### config.mk
export PLATFORM = sky130hd
export DESIGN_NAME = rsa_update
export DESIGN_NICKNAME = d
export VERILOG_FILES = /design/src/design/rsa_pkg.sv /design/src/design/rsa_update.sv
export SDC_FILE = /design/constraint.sdc
export NUM_CORES = 2
export LEC_CHECK = 0
export BUFFER_PORTS_ARGS = -buffer_cell sky130_fd_sc_hd__buf_4
export CORE_AREA = 2 2 407 409
export CTS_BUF_LIST = sky130_fd_sc_hd__clkbuf_4 sky130_fd_sc_hd__clkbuf_8
export CTS_CLUSTER_SIZE = 30
export DETAILED_ROUTE_END_ITERATION = 10
export DIE_AREA = 0 0 409 411
export GPL_TIMING_DRIVEN = 0
export PLACE_DENSITY = 0.6
export RECOVER_POWER = 100
export SYNTH_ARGS = -nofsm -noshare
export SYNTH_HDL_FRONTEND = slang
export SYNTH_SLANG_ARGS = --single-unit
### constraint.sdc
create_clock -name clk -period 32.4 [get_ports clk]
set_input_delay 1.62 -clock clk [delete_from_list [all_inputs] [get_ports clk]]
set_output_delay 1.62 -clock clk [all_outputs]
set_load 0.05 [all_outputs]
### src/design/rsa_pkg.sv
// Package for the regression sum accumulator: sizes, register codes and shared types.
// No dependencies; each other design .sv file refers to it by scoped names.
package rsa_pkg;

  localparam int CELLS     = 4096;
  localparam int ADDR_W    = (CELLS > 1) ? $clog2(CELLS) : 1;
  localparam int CELL_W    = 12;
  localparam int SAMPLE_W  = 16;
  localparam int FRAC_BITS = 8;
  localparam int PROD_W    = 2 * SAMPLE_W;
  localparam int SQ_W      = 63;
  localparam int XY_W      = 64;
  localparam int SUM_W     = 48;
  localparam int CNT_W     = 16;

  localparam int NUM_REGS  = 4;
  localparam int REG_IDX_W = $clog2(NUM_REGS);
  localparam int APB_AW    = REG_IDX_W + 2;
  localparam int APB_DW    = 32;

  // In time mode the x marker is fixed at -1.0 in Q8.8.
  localparam logic signed [SAMPLE_W-1:0] TIME_MARK = SAMPLE_W'(-(1 << FRAC_BITS));

  typedef enum logic [REG_IDX_W-1:0] {
    REG_TIME_MODE  = 2'd0,
    REG_TIME_VALUE = 2'd1,
    REG_FILL_X     = 2'd2,
    REG_FILL_Y     = 2'd3
  } reg_idx_t;

  typedef struct packed {
    logic                       time_mode;
    logic signed [SAMPLE_W-1:0] time_value;
    logic signed [SAMPLE_W-1:0] fill_x;
    logic signed [SAMPLE_W-1:0] fill_y;
  } rsa_cfg_t;

  typedef struct packed {
    logic        [SQ_W-1:0]  xx;
    logic        [SQ_W-1:0]  yy;
    logic signed [XY_W-1:0]  xy;
    logic signed [SUM_W-1:0] x;
    logic signed [SUM_W-1:0] y;
    logic        [CNT_W-1:0] cnt;
  } entry_t;

  typedef struct packed {
    logic              rd_en;
    logic [ADDR_W-1:0] rd_addr;
    logic              wr_en;
    logic [ADDR_W-1:0] wr_addr;
    entry_t            wr_data;
  } mem_req_t;

endpackage

### src/design/rsa_update.sv
// Read-modify-write pipeline: sample select and marker check, products, saturating
// accumulate with write-back forwarding, and the result register. Depends on rsa_pkg.
module rsa_update (
  input  logic                                clk,
  input  logic                                rst_n,
  input  rsa_pkg::rsa_cfg_t                   cfg,
  input  logic                                clr_busy,
  input  logic                                in_valid,
  output logic                                in_stall,
  input  logic        [rsa_pkg::CELL_W-1:0]   in_cell_index,
  input  logic signed [rsa_pkg::SAMPLE_W-1:0] in_x_sample,
  input  logic signed [rsa_pkg::SAMPLE_W-1:0] in_y_sample,
  output rsa_pkg::mem_req_t                   mem_req,
  input  rsa_pkg::entry_t                     rd_data,
  output logic                                out_valid,
  input  logic                                out_stall,
  output logic        [rsa_pkg::CELL_W-1:0]   out_cell_out,
  output logic                                out_pair_used,
  output rsa_pkg::entry_t                     out_totals
);

  localparam int SW = rsa_pkg::SAMPLE_W;
  localparam int PW = rsa_pkg::PROD_W;

  function automatic logic signed [rsa_pkg::SUM_W-1:0] sat_add_sum(
    input logic signed [rsa_pkg::SUM_W-1:0] a,
    input logic signed [SW-1:0]             b
  );
    logic signed [rsa_pkg::SUM_W:0] s;
    s = (rsa_pkg::SUM_W+1)'(a) + (rsa_pkg::SUM_W+1)'(b);
    if (s[rsa_pkg::SUM_W] != s[rsa_pkg::SUM_W-1]) begin
      sat_add_sum = s[rsa_pkg::SUM_W] ? {1'b1, {(rsa_pkg::SUM_W-1){1'b0}}}
                                      : {1'b0, {(rsa_pkg::SUM_W-1){1'b1}}};
    end else begin
      sat_add_sum = s[rsa_pkg::SUM_W-1:0];
    end
  endfunction

  function automatic logic [rsa_pkg::SQ_W-1:0] sat_add_sq(
    input logic [rsa_pkg::SQ_W-1:0] a,
    input logic [PW-1:0]            b
  );
    logic [rsa_pkg::SQ_W:0] s;
    s = (rsa_pkg::SQ_W+1)'(a) + (rsa_pkg::SQ_W+1)'(b);
    sat_add_sq = s[rsa_pkg::SQ_W] ? {rsa_pkg::SQ_W{1'b1}} : s[rsa_pkg::SQ_W-1:0];
  endfunction

  // Handshake and stage control.
  logic out_free, s2_load, s1_load, accept, s2_wr, s1_move;

  // Request decode.
  logic signed [SW-1:0] x0, mark0;
  logic                 rng0, use0;

  // Stage 1: decoded request.
  logic                        s1_valid_r;
  logic [rsa_pkg::CELL_W-1:0]  s1_idx_r;
  logic signed [SW-1:0]        s1_x_r, s1_y_r;
  logic                        s1_use_r, s1_rng_r;
  logic signed [PW-1:0]        prod_xx, prod_yy, prod_xy;

  // Stage 2: products registered, memory data arriving.
  logic                        s2_valid_r;
  logic [rsa_pkg::CELL_W-1:0]  s2_idx_r;
  logic signed [SW-1:0]        s2_x_r, s2_y_r;
  logic                        s2_use_r, s2_rng_r;
  logic signed [PW-1:0]        s2_xx_r, s2_yy_r, s2_xy_r;
  logic                        fwd_r;
  rsa_pkg::entry_t             wb_r;
  rsa_pkg::entry_t             old_e, sum_e, new_e;
  logic signed [rsa_pkg::XY_W:0] xy_ext;

  // Result register.
  logic                        out_valid_r;
  logic [rsa_pkg::CELL_W-1:0]  out_idx_r;
  logic                        out_used_r;
  rsa_pkg::entry_t             out_tot_r;

  assign out_free = !out_valid_r || !out_stall;
  assign s2_load  = !s2_valid_r || out_free;
  assign s1_load  = !s1_valid_r || s2_load;
  assign in_stall = clr_busy || !s1_load;
  assign accept   = in_valid && !in_stall;
  assign s2_wr    = s2_valid_r && out_free && s2_rng_r;
  assign s1_move  = s1_valid_r && s2_load;

  always_comb begin
    x0    = cfg.time_mode ? cfg.time_value : in_x_sample;
    mark0 = cfg.time_mode ? rsa_pkg::TIME_MARK : cfg.fill_x;
    rng0  = (32'(in_cell_index) < 32'(rsa_pkg::CELLS));
    use0  = rng0 && (x0 != mark0) && (in_y_sample != cfg.fill_y);
  end

  always_ff @(posedge clk) begin
    if (!rst_n) begin
      s1_valid_r <= 1'b0;
    end else if (s1_load) begin
      s1_valid_r <= accept;
    end
  end

  always_ff @(posedge clk) begin
    if (s1_load && accept) begin
      s1_idx_r <= in_cell_index;
      s1_x_r   <= x0;
      s1_y_r   <= in_y_sample;
      s1_use_r <= use0;
      s1_rng_r <= rng0;
    end
  end

  // Squares are never negative, so the signed product doubles as the magnitude square.
  assign prod_xx = PW'(s1_x_r) * PW'(s1_x_r);
  assign prod_yy = PW'(s1_y_r) * PW'(s1_y_r);
  assign prod_xy = PW'(s1_x_r) * PW'(s1_y_r);

  assign mem_req.rd_en   = s1_move;
  assign mem_req.rd_addr = rsa_pkg::ADDR_W'(s1_idx_r);
  assign mem_req.wr_en   = s2_wr;
  assign mem_req.wr_addr = rsa_pkg::ADDR_W'(s2_idx_r);
  assign mem_req.wr_data = new_e;

  always_ff @(posedge clk) begin
    if (!rst_n) begin
      s2_valid_r <= 1'b0;
      fwd_r      <= 1'b0;
    end else if (s2_load) begin
      s2_valid_r <= s1_valid_r;
      // The memory read of the entering request happens at the same edge as this write,
      // so it would return the old entry.
      fwd_r      <= s2_wr && s1_valid_r && (s1_idx_r == s2_idx_r);
    end
  end

  always_ff @(posedge clk) begin
    if (s1_move) begin
      s2_idx_r <= s1_idx_r;
      s2_x_r   <= s1_x_r;
      s2_y_r   <= s1_y_r;
      s2_use_r <= s1_use_r;
      s2_rng_r <= s1_rng_r;
      s2_xx_r  <= prod_xx;
      s2_yy_r  <= prod_yy;
      s2_xy_r  <= prod_xy;
    end
  end

  always_ff @(posedge clk) begin
    if (s2_wr) begin
      wb_r <= new_e;
    end
  end

  always_comb begin
    old_e  = fwd_r ? wb_r : rd_data;
    xy_ext = (rsa_pkg::XY_W+1)'($signed(old_e.xy)) + (rsa_pkg::XY_W+1)'(s2_xy_r);
    sum_e.xx = sat_add_sq(old_e.xx, $unsigned(s2_xx_r));
    sum_e.yy = sat_add_sq(old_e.yy, $unsigned(s2_yy_r));
    if (xy_ext[rsa_pkg::XY_W] != xy_ext[rsa_pkg::XY_W-1]) begin
      sum_e.xy = xy_ext[rsa_pkg::XY_W] ? {1'b1, {(rsa_pkg::XY_W-1){1'b0}}}
                                       : {1'b0, {(rsa_pkg::XY_W-1){1'b1}}};
    end else begin
      sum_e.xy = xy_ext[rsa_pkg::XY_W-1:0];
    end
    sum_e.x   = sat_add_sum($signed(old_e.x), s2_x_r);
    sum_e.y   = sat_add_sum($signed(old_e.y), s2_y_r);
    sum_e.cnt = (old_e.cnt == {rsa_pkg::CNT_W{1'b1}}) ? old_e.cnt
                                                      : old_e.cnt + rsa_pkg::CNT_W'(1);
    new_e = s2_use_r ? sum_e : old_e;
  end

  always_ff @(posedge clk) begin
    if (!rst_n) begin
      out_valid_r <= 1'b0;
    end else if (out_free) begin
      out_valid_r <= s2_valid_r;
    end
  end

  always_ff @(posedge clk) begin
    if (out_free && s2_valid_r) begin
      out_idx_r  <= s2_idx_r;
      out_used_r <= s2_use_r;
      out_tot_r  <= s2_rng_r ? new_e : '0;
    end
  end

  assign out_valid     = out_valid_r;
  assign out_cell_out  = out_idx_r;
  assign out_pair_used = out_used_r;
  assign out_totals    = out_tot_r;

endmodule

Word-level counts from Yosys, hierarchy flattened
Cells that the tools add are included.
{"block": "totals", "reg_bits": 505, "input_bits": 400, "out_inout_bits": 645, "elab_cells": 69}
{"block": "classes", "addsub": 6, "mul": 3, "n_eq_ne": 7, "muxes": 13, "n_reduce_logical": 17}
{"operator": "2-to-1 mux 302 bit", "n": 2}
{"operator": "2-to-1 mux 48 bit", "n": 4}
{"operator": "adder 63 x 32 -> 64 bit", "n": 2}
{"operator": "2-to-1 mux 64 bit", "n": 2}
{"operator": "2-to-1 mux 63 bit", "n": 2}
{"operator": "adder 48 x 16 -> 49 bit", "n": 2}
{"operator": "multiplier 16 x 16 -> 32 bit", "n": 3}
{"operator": "adder 64 x 32 -> 65 bit", "n": 1}
{"operator": "2-to-1 mux 16 bit", "n": 3}
{"operator": "!= test 16 bit", "n": 2}
{"operator": "adder 16 x 1 -> 16 bit, second input constant", "n": 1}
{"operator": "equality test 16 bit, second input constant", "n": 1}
{"operator": "equality test 12 bit", "n": 1}
{"operator": "logical AND 1 bit", "n": 7}
{"operator": "logical NOT 1 bit", "n": 6}
{"operator": "logical OR 1 bit", "n": 4}
{"operator": "!= test 1 bit", "n": 3}

Longest topological paths before layout
{"block": "logic_depth", "word_depth": 9, "depth_mapped": 29, "ltp_nobuf": 26}

Worst setup path after synthesis
Ideal clock, no wire load.
{"block": "synth_timing", "path_kind": "input -> output", "from": "in out_stall", "to": "out mem_req[314] in the netlist's numbering", "arrival_ns": 26.934, "required_time_ns": 30.780, "setup_slack_ns": 3.846, "stages": 2, "path_buffers": 1, "path_cell_list": "a21boi_0 buf_4"}
{"element": "start, declared", "line_no": "rsa_update.sv:16", "rtl": "input logic out_stall,"}
{"element": "end, declared", "line_no": "rsa_update.sv:13", "rtl": "output rsa_pkg::mem_req_t mem_req,"}

==> flow_metrics.tcl <==
set metrics [dict create \
    max_slew.worst_pin.slew_ns 4.56 \
    final_common_cell "inv_1" \
    drt_iter0_drc 6472 \
    gp_congestion 1.03 \
    synthesis.nets 8331 \
    synth_cell_type_count 95 \
    via_per_inst 5.76 \
    p_per_area_nw_per_um2 138 \
    drtAntennaViolNets 0 \
    final_cell_mix "1002 x inv_1, 924 x clkbuf_1, 732 x fa_1" \
    die_w_um 409 \
    seqPwrFrac 0.121 \
    slew-limit-headroom -2.04 \
    clock_latency_ns 0.87 \
    maxSlewViolCount 405 \
    cts_tree "built" \
    cts_buffers 99 \
    synth-async-reset-ratio 0 \
    regArea_um2 15000 \
    synth_warnings 0 \
    cts_resized 0 \
    status "finished with violations" \
    combinationalPowerShare 0.811 \
    finalInstanceArea_um2 74700 \
    p_sw_frac 0.524 \
    ys_seq_elements 501 \
    post_cts_buffers 0 \
    nNetsFinal 9500 \
    fin_crit_ns 17.44 \
    internal-power_w 0.00490 \
    p_leak_nw 32.7 \
    max_clock_freq_ghz 0.0573 \
    area_delta_synth_final_pct 16.0 \
    startpoint_type "flip-flop" \
    irDropWorstVdd_v 0.000429 \
    die_h_um 411 \
    pwr-share-clk 0.068 \
    vias 58600 \
    first_pass_iters 8 \
    synth_flop_cell "edfxtp_1" \
    finalSetupViolations 0 \
    port_buffers 1043 \
    synth-compound-area-share 0.137 \
    hold_path.class "reg2reg" \
    final_util 0.456 \
    cpMostUsedCell "clkbuf_1" \
    p_sw_w 0.00539 \
    synth_simple_gate_area_frac 0.123 \
    root_buffer "clkbuf_8" \
    syn_avg_cell_area_um2 9.60 \
    synth_top_family_by_area "adder cells" \
    syn-cell-area_um2 64400 \
    grt_overflow 0 \
    critPathCaptureType "output port" \
    clk_pin_slew_ns 0.07 \
    remaining_drc_errors 0 \
    drive_above_1_share 0.106 \
    crit_slowest_cell "clkbuf_1" \
    synth_xor_area_frac 0.0525 \
    fin_crit_sh 0.538 \
    ios 1045 \
    worst-setup-path-type "reg2out" \
    max_stage_delay_ns 1.43 \
    holdBufCountCts 0 \
    holdWs_ns 0.429 \
    wl_mm 317 \
    multiInputGateArea_um2 44400 \
    track_usage 0.366 \
    die_area_um2 168000 \
    violations "capacitance limit, slew limit" \
    dp_hpwl_mm 269 \
    cts.path.max_buffers 3 \
    grt_start_max_net_pins 47 \
    grt_pass1_wl_mm 435 \
    required_ns 30.78 \
    synth.area.mux_share 0.0544 \
    drv_cap 22 \
    cp_max_fo 10 \
    core-area_um2 164000 \
    htreeDepth 3 \
    tns_ns 0 \
    fin_worst_skew_ns 0.0854 \
    postPlaceCellArea_um2 75500 \
    grt_pass1_vias 56600 \
    n_fill_cell 16600 \
    cp_data_arrival_time_ns 15.82 \
    synth_edf_count 497 \
    synthAdderAreaFrac 0.324 \
    grt_setup_unrepaired "no" \
    cts.sinks 501 \
    wl_per_cell_um 31.1 \
    initial_core_util 0.393 \
    row_count 149 \
    ys_seq_area_frac 0.233 \
    syn_inst 6704 \
    ff2ff_setup_slack_ns 18.01 \
    report.final.hold_viol_count 0 \
    antenna_found_initial 81 \
]
## cells by family after synthesis
family,count (synthesis)
and+or+nand+nor,1678
AOI/OAI and AO/OA,1311
buffers and inverters,1283
adders and majority gates,1227
DFF,501
xor gates and xnor gates,386
muxes,318
## stage by stage
| stage | power [W] | instances | setup slack [ns] |
|---|---|---|---|
| 2_1_floorplan | 0.00739 | 6704 | 3.85 |
| 3_3_place_gp | 0.00959 | 9936 | -11.42 |
| 3_5_place_dp | 0.00969 | 9961 | 19.65 |
| 4_1_cts | 0.0104 | 10100 | 18.68 |
| 5_1_grt | 0.0114 | 10200 | 14.78 |
| 6_report | 0.0103 | 10200 | 14.96 |
## per-layer routing
metal	routed length [um]	GRT usage	up-vias	part of all wire
met3	32700	0.0872	566	0.10
met5	279	0	-	0.00088
met4	15000	0.151	38	0.048
met2	138000	0.556	3208	0.44
li1	-	-	25100	-
met1	131000	0.499	29700	0.41
## final cells by class
type / instances / share of cell area
plain buffers: 276 / 0.0143
diodes: 39 / 0.00131
multi-input cells: 4920 / 0.595
flip-flops and latches: 501 / 0.201
clock inverters: 63 / 0.00685
clock buffers: 115 / 0.0199
repair buffers: 1068 / 0.0744
well taps: 2189 / 0.0367
inverters: 1007 / 0.0506
## power by group through the flow
stage / combinational, W / clock, W / sequential [W]
after detailed placement: 0.00843 / 0 / 0.00126
after global placement: 0.00830 / 0 / 0.00128
after floorplan: 0.00611 / 0 / 0.00128
after CTS: 0.00849 / 0.000706 / 0.00125
after global routing: 0.00939 / 0.000730 / 0.00125
final: 0.00835 / 0.000699 / 0.00125
## cell usage after synthesis (25+ instances only)
| cell type | number | area (um2) |
|---|---|---|
| a211oi_1 | 36 | 270 |
| xnor2_1 | 262 | 2290 |
| nand3_1 | 81 | 405 |
| nand2b_1 | 60 | 375 |
| ha_1 | 495 | 6190 |
| nand2_1 | 588 | 2210 |
| edfxtp_1 | 497 | 14900 |
| and3_1 | 47 | 294 |
| mux2i_1 | 66 | 661 |
| nor2_1 | 411 | 1540 |
| or3_1 | 25 | 156 |
| a21oi_1 | 323 | 1620 |
| mux2_2 | 252 | 2840 |
| o22a_1 | 48 | 420 |
| nand4_1 | 46 | 288 |
| o21ai_0 | 195 | 976 |
| xor2_1 | 124 | 1090 |
| inv_1 | 1001 | 3760 |
| buf_2 | 35 | 175 |
| a31oi_1 | 73 | 457 |
| o211ai_1 | 101 | 758 |
| nor3_1 | 65 | 325 |
| and2_1 | 197 | 1230 |
| o21a_1 | 108 | 811 |
| o21bai_1 | 52 | 390 |
| fa_1 | 732 | 14700 |
| clkbuf_1 | 215 | 807 |
| a21o_1 | 174 | 1310 |
| nor2b_1 | 66 | 413 |
## worst max-delay path: cells and delay by family (launching register included)
| family | cells | cell delay (ns) |
|---|---|---|
| AO/OA/AOI/OAI | 11 | 4.40 |
| XOR/XNOR | 1 | 0.17 |
| adder cells (fa/ha/maj) | 2 | 0.61 |
| buffers and inverters | 12 | 8.44 |
| flip-flops | 1 | 0.30 |
| multiplexers | 1 | 0.49 |
| AND/OR/NAND/NOR | 2 | 0.50 |
## sequential cells by signal, indices dropped and copies added, names as in the netlist, 16 cells and up
name	cells
wb_r	175
out_totals	127
s2_xy_r	32
s2_xx_r	30
s2_yy_r	30
s1_x_r	16
s1_y_r	16
s2_x_r	16
s2_y_r	16
## final timing paths
path | startpoint | end | cells after the start
setup / recovery | fwd_r | mem_req[56] | 29
hold / removal | s1_use_r | s2_use_r | 0
setup reg to reg | fwd_r | wb_r[59] | 27
hold reg to reg | s1_use_r | s2_use_r | 0
(Power assumes the default switching activity.)
