--- src/design/rsa_pkg.sv ---
// Package for the regression sum accumulator: sizes, register codes and shared types.
// No dependencies; each other design .sv file refers to it by scoped names.
package rsa_pkg;

  localparam int CELLS     = 4096;
  localparam int ADDR_W    = (CELLS > 1) ? $clog2(CELLS) : 1;
  localparam int CELL_W    = 12;
  localparam int SAMPLE_W  = 16;
  localparam int FRAC_BITS = 8;
  localparam int PROD_W    = 2 * SAMPLE_W;
  localparam int SQ_W      = 63;
  localparam int XY_W      = 64;
  localparam int SUM_W     = 48;
  localparam int CNT_W     = 16;

  localparam int NUM_REGS  = 4;
  localparam int REG_IDX_W = $clog2(NUM_REGS);
  localparam int APB_AW    = REG_IDX_W + 2;
  localparam int APB_DW    = 32;

  // In time mode the x marker is fixed at -1.0 in Q8.8.
  localparam logic signed [SAMPLE_W-1:0] TIME_MARK = SAMPLE_W'(-(1 << FRAC_BITS));

  typedef enum logic [REG_IDX_W-1:0] {
    REG_TIME_MODE  = 2'd0,
    REG_TIME_VALUE = 2'd1,
    REG_FILL_X     = 2'd2,
    REG_FILL_Y     = 2'd3
  } reg_idx_t;

  typedef struct packed {
    logic                       time_mode;
    logic signed [SAMPLE_W-1:0] time_value;
    logic signed [SAMPLE_W-1:0] fill_x;
    logic signed [SAMPLE_W-1:0] fill_y;
  } rsa_cfg_t;

  typedef struct packed {
    logic        [SQ_W-1:0]  xx;
    logic        [SQ_W-1:0]  yy;
    logic signed [XY_W-1:0]  xy;
    logic signed [SUM_W-1:0] x;
    logic signed [SUM_W-1:0] y;
    logic        [CNT_W-1:0] cnt;
  } entry_t;

  typedef struct packed {
    logic              rd_en;
    logic [ADDR_W-1:0] rd_addr;
    logic              wr_en;
    logic [ADDR_W-1:0] wr_addr;
    entry_t            wr_data;
  } mem_req_t;

endpackage

--- src/design/rsa_cfg_regs.sv ---
// APB register file for the accumulator: mode, time value and the two fill markers.
// Depends on rsa_pkg for the register codes and the configuration struct.
module rsa_cfg_regs (
  input  logic                          clk,
  input  logic                          rst_n,
  input  logic                          psel,
  input  logic                          penable,
  input  logic                          pwrite,
  input  logic [rsa_pkg::APB_AW-1:0]    paddr,
  input  logic [rsa_pkg::APB_DW-1:0]    pwdata,
  output logic [rsa_pkg::APB_DW-1:0]    prdata,
  output logic                          pready,
  output rsa_pkg::rsa_cfg_t             cfg
);

  logic                                time_mode_r;
  logic signed [rsa_pkg::SAMPLE_W-1:0] time_value_r;
  logic signed [rsa_pkg::SAMPLE_W-1:0] fill_x_r;
  logic signed [rsa_pkg::SAMPLE_W-1:0] fill_y_r;
  logic                                wr_en;
  rsa_pkg::reg_idx_t                   idx;

  assign pready = 1'b1;
  assign wr_en  = psel && penable && pwrite;
  assign idx    = rsa_pkg::reg_idx_t'(paddr[rsa_pkg::APB_AW-1:2]);

  always_ff @(posedge clk) begin
    if (!rst_n) begin
      time_mode_r  <= 1'b0;
      time_value_r <= '0;
      fill_x_r     <= '0;
      fill_y_r     <= '0;
    end else if (wr_en) begin
      case (idx)
        rsa_pkg::REG_TIME_MODE:  time_mode_r  <= pwdata[0];
        rsa_pkg::REG_TIME_VALUE: time_value_r <= pwdata[rsa_pkg::SAMPLE_W-1:0];
        rsa_pkg::REG_FILL_X:     fill_x_r     <= pwdata[rsa_pkg::SAMPLE_W-1:0];
        rsa_pkg::REG_FILL_Y:     fill_y_r     <= pwdata[rsa_pkg::SAMPLE_W-1:0];
        default: ;
      endcase
    end
  end

  always_comb begin
    case (idx)
      rsa_pkg::REG_TIME_MODE:  prdata = rsa_pkg::APB_DW'(time_mode_r);
      rsa_pkg::REG_TIME_VALUE: prdata = rsa_pkg::APB_DW'($unsigned(time_value_r));
      rsa_pkg::REG_FILL_X:     prdata = rsa_pkg::APB_DW'($unsigned(fill_x_r));
      rsa_pkg::REG_FILL_Y:     prdata = rsa_pkg::APB_DW'($unsigned(fill_y_r));
      default:                 prdata = '0;
    endcase
  end

  assign cfg.time_mode  = time_mode_r;
  assign cfg.time_value = time_value_r;
  assign cfg.fill_x     = fill_x_r;
  assign cfg.fill_y     = fill_y_r;

endmodule

--- config.mk ---
export PLATFORM = sky130hd
export DESIGN_NAME = rsa_cfg_regs
export DESIGN_NICKNAME = d
export VERILOG_FILES = /design/src/design/rsa_pkg.sv /design/src/design/rsa_cfg_regs.sv
export SDC_FILE = /design/constraint.sdc
export NUM_CORES = 1
export LEC_CHECK = 0
export BUFFER_PORTS_ARGS = -buffer_cell sky130_fd_sc_hd__buf_4
export CORE_MARGIN = 2
export CORE_UTILIZATION = 49
export DETAILED_ROUTE_END_ITERATION = 16
export HOLD_SLACK_MARGIN = 0.06
export PLACE_DENSITY = 0.88
export SETUP_SLACK_MARGIN = 0.3
export SLEW_MARGIN = 20
export SYNTH_ARGS = -nofsm -noshare
export SYNTH_HDL_FRONTEND = slang
export SYNTH_SLANG_ARGS = --single-unit
--- constraint.sdc ---
create_clock -name clk -period 1.9 [get_ports clk]
set_input_delay 0.19 -clock clk [delete_from_list [all_inputs] [get_ports clk]]
set_output_delay 0.19 -clock clk [all_outputs]
set_load 0.02 [all_outputs]
; Word-level counts from Yosys, hierarchy flattened
; Index checks and enable logic that the tools add are counted.
[word_totals]
elab_cells = 15
output_inout_bits = 82
ff_bits = 49
input_bits = 41
[classes]
n_mux = 1
reduce_logical = 7
n_eq_ne = 3
[op_table]
columns = operator, count
row1 = one-hot mux 32 bit (4 select lines), 1
row2 = AND reduction 2 bit, 4
row3 = equality test 2 bit (second input constant), 2
row4 = equality test 2 x 1 -> 1 bit (second input constant), 1
row5 = logical AND 1 bit, 2
row6 = zero test 2 bit, 1

; Depth between registers and ports, before layout
; Gate-level depths: netlist of the first run.
[logic_depth]
word_depth = 3
mapped_depth = 6
ltp_nobuf = 3

; Worst setup path before layout of the first run
; Ideal clock, no wire load.
[synth_timing]
path_kind = input to output
startpoint = input paddr[2] in the netlist's numbering
endpoint = output prdata[10] in the netlist's numbering
path_buffers = 2
path_stages = 4
arrival_time_ns = 1.084
slack_ns = 0.626
cell_sequence = buf_4 buf_4 mux2_2 a22o_1
[synth_via]
elab_chain_cells = 2
word_cells_on_any_way = 5
cone_classes = 3 x eq/ne / 1 x mux / 1 x reduce/logical
[synth_rtl]
columns = element, line
row1 = start: declaration, rsa_cfg_regs.sv:9  ; input logic [rsa_pkg::APB_AW-1:0] paddr,
row2 = equality test 2 bit (tied with other cells), rsa_cfg_regs.sv:45  ; case (idx)
row3 = one-hot mux 32 bit (4 select lines) (*), rsa_cfg_regs.sv:45
row4 = end: declaration, rsa_cfg_regs.sv:11  ; output logic [rsa_pkg::APB_DW-1:0] prdata,
; Mark *: on every way between the ends. The rest lies on a longest branch, timed or not. The select of a mux whose other input is x is not followed.

; Worst setup path after layout of the first run
; Same ends and word-level chain as after synthesis.

==> results of run 1 <==
sequential cells by signal, summed over array words and instances (netlist names):
name,flops
time_mode_r,1
time_value_r,16
fill_y_r,16
fill_x_r,16
power groups by stage:
stage          Clock [mW]  Combinational (mW)  Sequential, mW
2_1_floorplan           0               0.159            1.09
3_3_place_gp            0               0.221            1.07
3_5_place_dp            0               0.224            1.07
4_1_cts             0.677               0.224            1.05
5_1_grt             0.724               0.243            1.05
6_report            0.660               0.223            1.05
how the worst max path moves through the flow:
stage / start / endpoint / slack, ns / cells after the start
floorplan: paddr[2] / prdata[10] / 0.63 / 4
CTS: paddr[2] / prdata[6] / 0.42 / 5
global route: paddr[2] / prdata[11] / 0.34 / 5
global placement: paddr[2] / prdata[6] / 0.41 / 5
finish: paddr[2] / prdata[10] / 0.41 / 5
detailed placement: paddr[2] / prdata[6] / 0.42 / 5
layout make-up:
| cell class | count | area share |
|---|---|---|
| multi-input combinational | 169 | 0.387 |
| sequential | 49 | 0.325 |
| timing repair buffer | 92 | 0.233 |
| clock buffer | 7 | 0.0319 |
| tap | 54 | 0.0224 |
| clock inverter | 1 | 0.00166 |
cells in the mapped netlist:
master	number	area [sq um]
conb_1	2	7.51
and2_4	1	8.76
a22o_1	15	131
nand3_2	1	10.0
mux2i_1	49	490
nor2_1	1	3.75
buf_4	20	150
buf_1	3	11.3
buf_12	2	40.0
buf_6	4	45.0
nor2b_1	1	6.26
mux4_2	1	22.5
mux2_2	15	169
clkbuf_1	4	15.0
nand2_1	66	248
and3b_1	1	8.76
buf_2	3	15.0
dfxtp_1	49	981
and3_1	1	6.26
critical path, cell delays in order:
cell and delay (ns):
buf_4 0.18, buf_4 0.23, mux2_2 0.35, a22o_1 0.19
buf_4 0.16
per-stage QoR:
step | utilization | cell area (sq um) | instances | power, mW | setup WS [ns]
final | 0.644 | 3020 | 372 | 1.93 | 0.408
after global routing | 0.644 | 3020 | 372 | 2.02 | 0.336
after CTS | 0.644 | 3020 | 372 | 1.95 | 0.418
after detailed placement | 0.622 | 2920 | 364 | 1.30 | 0.416
after global placement | 0.622 | 2920 | 364 | 1.29 | 0.408
after floorplan | - | 2430 | 254 | 1.25 | 0.626
cell families after synthesis:
logic type | Yosys count | share of synthesized area
and+or+nand+nor | 72 | 0.123
AOI/OAI and AO/OA | 15 | 0.0554
DFF | 49 | 0.414
muxes | 65 | 0.288
other | 2 | 0.00317
buffers and inverters | 36 | 0.117
routing by layer:
layer / up-vias / share of wire
li1: 923 / -
met1: 891 / 0.43
met2: 70 / 0.51
met3: 2 / 0.061
met4: 0 / 0.0032
met5: - / 0
==> results.json, run 1 <==
{
  "ant_nets": 0,
  "grt_pass1_vias": 1800,
  "drc": 0,
  "cp_max_fo": 11,
  "met1_usage": 0.259,
  "clock_path_buffers": 2,
  "pin_count": 123,
  "min_to": "fill_y_r[11]",
  "htree_num_levels": 2,
  "p_switching_mw": 0.479,
  "final_cell_mix": "91 x buf_4, 66 x nand2_1, 49 x mux2i_1, 49 x dfxtp_1, 17 x conb_1",
  "worstHoldStart": "pwdata[11]",
  "ff2ff_path_depth": 2,
  "track_usage": 0.207,
  "ys_ff_latch": 49,
  "drt_pass1_iterations": 4,
  "root_buffer": "clkbuf_8",
  "period_share": 0.785,
  "seq_area_sq_um": 981,
  "overflow": 0,
  "reg2reg_to": "fill_y_r[7]",
  "rows": 25,
  "grt.busiest_layer": "met2",
  "syn_area_sq_mm": 0.00237,
  "rrSetupSlack_ns": 1.24,
  "grt_pass1_wl_um": 8650,
  "cap_violations": 0,
  "timing.final.max_slew_violations": 0,
  "synthDistinctLibCells": 19,
  "fin_skew_ns": 0,
  "cp.required_ns": 1.71,
  "ys_seq_area_frac": 0.414,
  "tightestPinTransition_ns": 0.620,
  "critPathKind": "in2out",
  "critPathLaunchType": "input pin",
  "ctsResizeCount": 0,
  "io_buffer_count": 87,
  "worst_setup_path_end_kind": "primary output",
  "swShare": 0.248,
  "finalCriticalPeriod_ns": 1.49,
  "via_per_inst": 5.07,
  "wire_per_inst_um": 14.5,
  "initial_utilization": 0.505,
  "cts_setup_buffers": 0,
  "cts_tree": "done",
  "die_y_um": 73.5,
  "status": "finished clean",
  "syn2layout_area_growth_pct": 27.5,
  "hold_viol": 0,
  "seqPwrFrac": 0.543,
  "multi_input_area_sq_mm": 0.00117,
  "clock-sinks": 49,
  "cts-buffers-inserted": 5,
  "ir_drop_mv": 0.374,
  "hold_depth": 3,
  "nets": 358,
  "avgSynthCellArea_sq_um": 9.92,
  "fp.dieArea_sq_mm": 0.00541,
  "syn_inst": 239,
  "r2r-start": "fill_y_r[7]",
  "n_fill_cell": 398,
  "ys_warn_count": 0,
  "layout-drive-gt1-share": 0.371,
  "antenna_found_initial": 0,
  "via_count": 1886,
  "drt_iter0_markers": 115,
  "place_hpwl_um": 3860,
  "power.density_mw_per_mm2": 640,
  "hold_slack_ns": 0.188,
  "clkPwrFrac": 0.342,
  "finalSetupTns_ns": 0,
  "max_freq_mhz": 670,
  "cp.arrival_ns": 1.30,
  "grt_max_degree": 66,
  "p_int_mw": 1.45,
  "die_x_um": 73.5,
  "rsz0062_at_grt": "no",
  "finalSetupViolations": 0,
  "combPwrFrac": 0.115,
  "cts-hold-fix-buffers": 0,
  "power.leakage_nw": 1.46,
  "slew_headroom": 0.586,
  "drt-total-wl_um": 5390,
  "min_path_type": "in2reg",
  "clk_latency_ns": 0.28,
  "final_common_cell": "buf_4",
  "met3_usage": 0.0617,
  "core-area_sq_mm": 0.00469,
  "path_clk_slew_ns": 0.09,
  "n_antenna_cell": 0,
  "gp_congestion": 0.718,
  "use_met2": 0.353
}
No activity file was read; power rests on OpenSTA's default activity.
==> run 2, diff against run 1 <==
--- a/config.mk
+++ b/config.mk
@@ -5,12 +5,13 @@
 export SDC_FILE = /design/constraint.sdc
 export NUM_CORES = 1
 export LEC_CHECK = 0
+export ABC_AREA = 1
 export BUFFER_PORTS_ARGS = -buffer_cell sky130_fd_sc_hd__buf_4
 export CORE_MARGIN = 2
-export CORE_UTILIZATION = 49
+export CORE_UTILIZATION = 41
 export DETAILED_ROUTE_END_ITERATION = 16
 export HOLD_SLACK_MARGIN = 0.06
-export PLACE_DENSITY = 0.88
+export PLACE_DENSITY = 0.78
 export SETUP_SLACK_MARGIN = 0.3
 export SLEW_MARGIN = 20
 export SYNTH_ARGS = -nofsm -noshare
==> constraint.sdc (replaced) <==
create_clock -name clk -period 1.35 [get_ports clk]
set_input_delay 0.135 -clock clk [delete_from_list [all_inputs] [get_ports clk]]
set_output_delay 0.135 -clock clk [all_outputs]
set_load 0.02 [all_outputs]
==> run 2 against run 1 <==
  * Synthesized area up 4.7%
  * Worst hold slack worse by 0.0075 ns
  * Critical path type is now reg2out
  * Sequential cell count unchanged
  * Worst setup slack worse by 0.13 ns
  * Sequential share of layout area down 5.5 points
  * First-iteration DRC count down 7.0%
  * Final cell count up 51%
  * Global-route usage up 0.39 points
  * Sequential power up 43%
==> results.json, run 2 <==
{
  "root_buffer": "clkbuf_8",
  "status": "finished clean",
  "ir_drop_mv": 0.658,
  "critical_path.top_delay_family": "flip-flops",
  "ys_ff_latch": 49,
  "place_ws_ns": 0.215,
  "slowest_stage": "dfxtp_2",
  "worst_setup_path_end_kind": "primary output",
  "hold_viol": 0,
  "drt-total-wl_um": 7760,
  "rrSetupSlack_ns": 0.60,
  "critPathBufInv": 1,
  "clk_latency_ns": 0.30,
  "initial_utilization": 0.422,
  "finalCriticalPeriod_ns": 1.07,
  "syn_inst": 384,
  "slew_headroom": 0.659,
  "crit_path_max_incr_delay_ns": 0.33,
  "ys_seq_area_frac": 0.395,
  "timing.final.max_slew_violations": 0,
  "setup_ws_ns": 0.278,
  "wire_per_inst_um": 13.9,
  "top_regs": "fill_x_r x16, fill_y_r x16, time_value_r x16",
  "fin_skew_ns": 0,
  "hold_depth": 5,
  "grt_pass1_wl_um": 10800,
  "r2r-start": "time_mode_r",
  "drt_pass1_iterations": 4,
  "grt_pass1_vias": 2355,
  "cts_tree": "done",
  "cp.arrival_ns": 0.94,
  "synthTopCellsByArea": "dfxtp_1 40%, nand2_1 15%, nor2_1 15%, nand3_1 13%, buf_4 7.3%",
  "ys_warn_count": 0,
  "cts-buffers-inserted": 5,
  "multi_input_area_sq_mm": 0.00141,
  "grt_max_degree": 51,
  "tightestPinTransition_ns": 0.511,
  "seq_area_sq_mm": 0.00105,
  "avgSynthCellArea_sq_um": 6.46,
  "track_usage": 0.210,
  "gp_congestion": 0.712,
  "core-area_sq_mm": 0.00589,
  "cp_max_fo": 2,
  "ys_async_sr_fraction": 0,
  "place_hpwl_um": 4150,
  "layout-drive-gt1-share": 0.489,
  "synth_edf_count": 0,
  "synth_top_cells_by_count": "102 x nand2_1, 99 x nor2_1, 64 x nand3_1",
  "min_to": "fill_y_r[9]",
  "n_fill_cell": 504,
  "power_mw": 3.05,
  "n_antenna_cell": 0,
  "pin_count": 123,
  "drc": 0,
  "syn_area_sq_mm": 0.00248,
  "power.density_mw_per_mm2": 781,
  "synth_area_leader_cell": "dfxtp_1",
  "drt_iter0_markers": 107,
  "htree_num_levels": 2,
  "worstPathCellList": "nand2_1 -> nand4_1 -> buf_4",
  "power.leakage_nw": 1.99,
  "cts-hold-fix-buffers": 0,
  "synthDistinctLibCells": 16,
  "rows": 28,
  "finalSetupTns_ns": 0,
  "cp.required_ns": 1.22,
  "via_count": 2727,
  "clock_path_buffers": 2,
  "min_path_type": "in2reg",
  "die_x_um": 81.8,
  "overflow": 0,
  "reg2reg_to": "time_mode_r",
  "hold_slack_ns": 0.180,
  "die_y_um": 81.8,
  "antenna_found_initial": 0,
  "fp.dieArea_sq_mm": 0.00669,
  "utilization": 0.664,
  "path_clk_slew_ns": 0.09,
  "clock-sinks": 49,
  "period_share": 0.794,
  "critPathKind": "reg2out",
  "rsz0062_at_grt": "yes",
  "cap_violations": 0,
  "io_buffer_count": 87,
  "syn2layout_area_growth_pct": 57.4,
  "synth_top_area_share": 0.395,
  "ys.flop_type": "dfxtp_1",
  "worstHoldStart": "pwdata[9]",
  "final_cell_mix": "98 x nor2_1, 77 x buf_4, 63 x nand2_1",
  "finalSetupViolations": 0,
  "nets": 525,
  "yosysMostFrequentCell": "nand2_1",
  "critPathLaunchType": "flip-flop",
  "ff2ff_path_depth": 3,
  "final_common_cell": "nor2_1",
  "via_per_inst": 4.87,
  "ant_nets": 0,
  "max_freq_mhz": 933
}
[run 2: cell types whose count changed after synthesis, sizes merged, moves of 8 or more]
cell	before	now
mux2	15	0
nand2	66	102
a22o	15	0
nor2	1	104
buf	32	40
mux2i	49	0
nand3	1	65
inv	0	20
[run 2: worst max path at each step]
stage                         endpoint   startpoint  slack [ns]  cells past startpoint
final                        prdata[0]  fill_y_r[0]        0.28                      3
after detailed placement  fill_x_r[13]     paddr[2]        0.22                      6
after floorplan             prdata[10]     paddr[3]        0.45                      5
after global placement       prdata[0]     paddr[2]        0.22                      7
after global routing         prdata[0]  fill_y_r[0]        0.24                      3
after CTS                    prdata[0]  fill_x_r[0]        0.27                      3
[run 2: power by group]
part	switching, mW	total, mW	internal [mW]
clock	0.481	0.945	0.464
sequential	0.0305	1.50	1.47
combinational	0.348	0.602	0.254
total	0.859	3.05	2.19
[run 2: worst register-to-register path, delay by kind of cell (launching register included)]
kind | cells | cell delay (ns)
buffers and inverters | 1 | 0.13
flip-flops | 1 | 0.34
AND/OR/NAND/NOR | 1 | 0.07
AO/OA/AOI/OAI | 1 | 0.11
[run 2: metal layers]
| metal | track usage | part of all wire |
|---|---|---|
| met5 | 0 | 0 |
| met4 | 0.0650 | 0.0076 |
| met3 | 0.0363 | 0.069 |
| met2 | 0.396 | 0.52 |
| met1 | 0.240 | 0.40 |
[run 2: cell families after synthesis]
logic type      Yosys count  share of synthesized area
simple gates            272                      0.458
buf+inv                  60                      0.141
flops                    49                      0.395
other cells               2                    0.00303
compound gates            1                    0.00202
[run 2: per-stage QoR]
stage | instances | instance area [sq um]
6_report | 560 | 3910
5_1_grt | 560 | 3910
4_1_cts | 551 | 3530
3_5_place_dp | 529 | 3130
3_3_place_gp | 529 | 3130
2_1_floorplan | 399 | 2540
[run 2: repair_timing]
action	4_1_cts	5_1_grt
setup endpoints to repair	16	26
cloned	2	2
setup buffers	12	7
endpoints found under the hold margin	0	0
pin swaps	7	35
gates resized for setup	71	84
[run 2: cell type report]
type | count | area share
multi-input cells | 290 | 0.361
repair buffers | 118 | 0.298
flip-flops and latches | 49 | 0.270
clock buffers | 7 | 0.0247
well taps | 75 | 0.0240
inverters | 20 | 0.0211
clock inverters | 1 | 0.00128
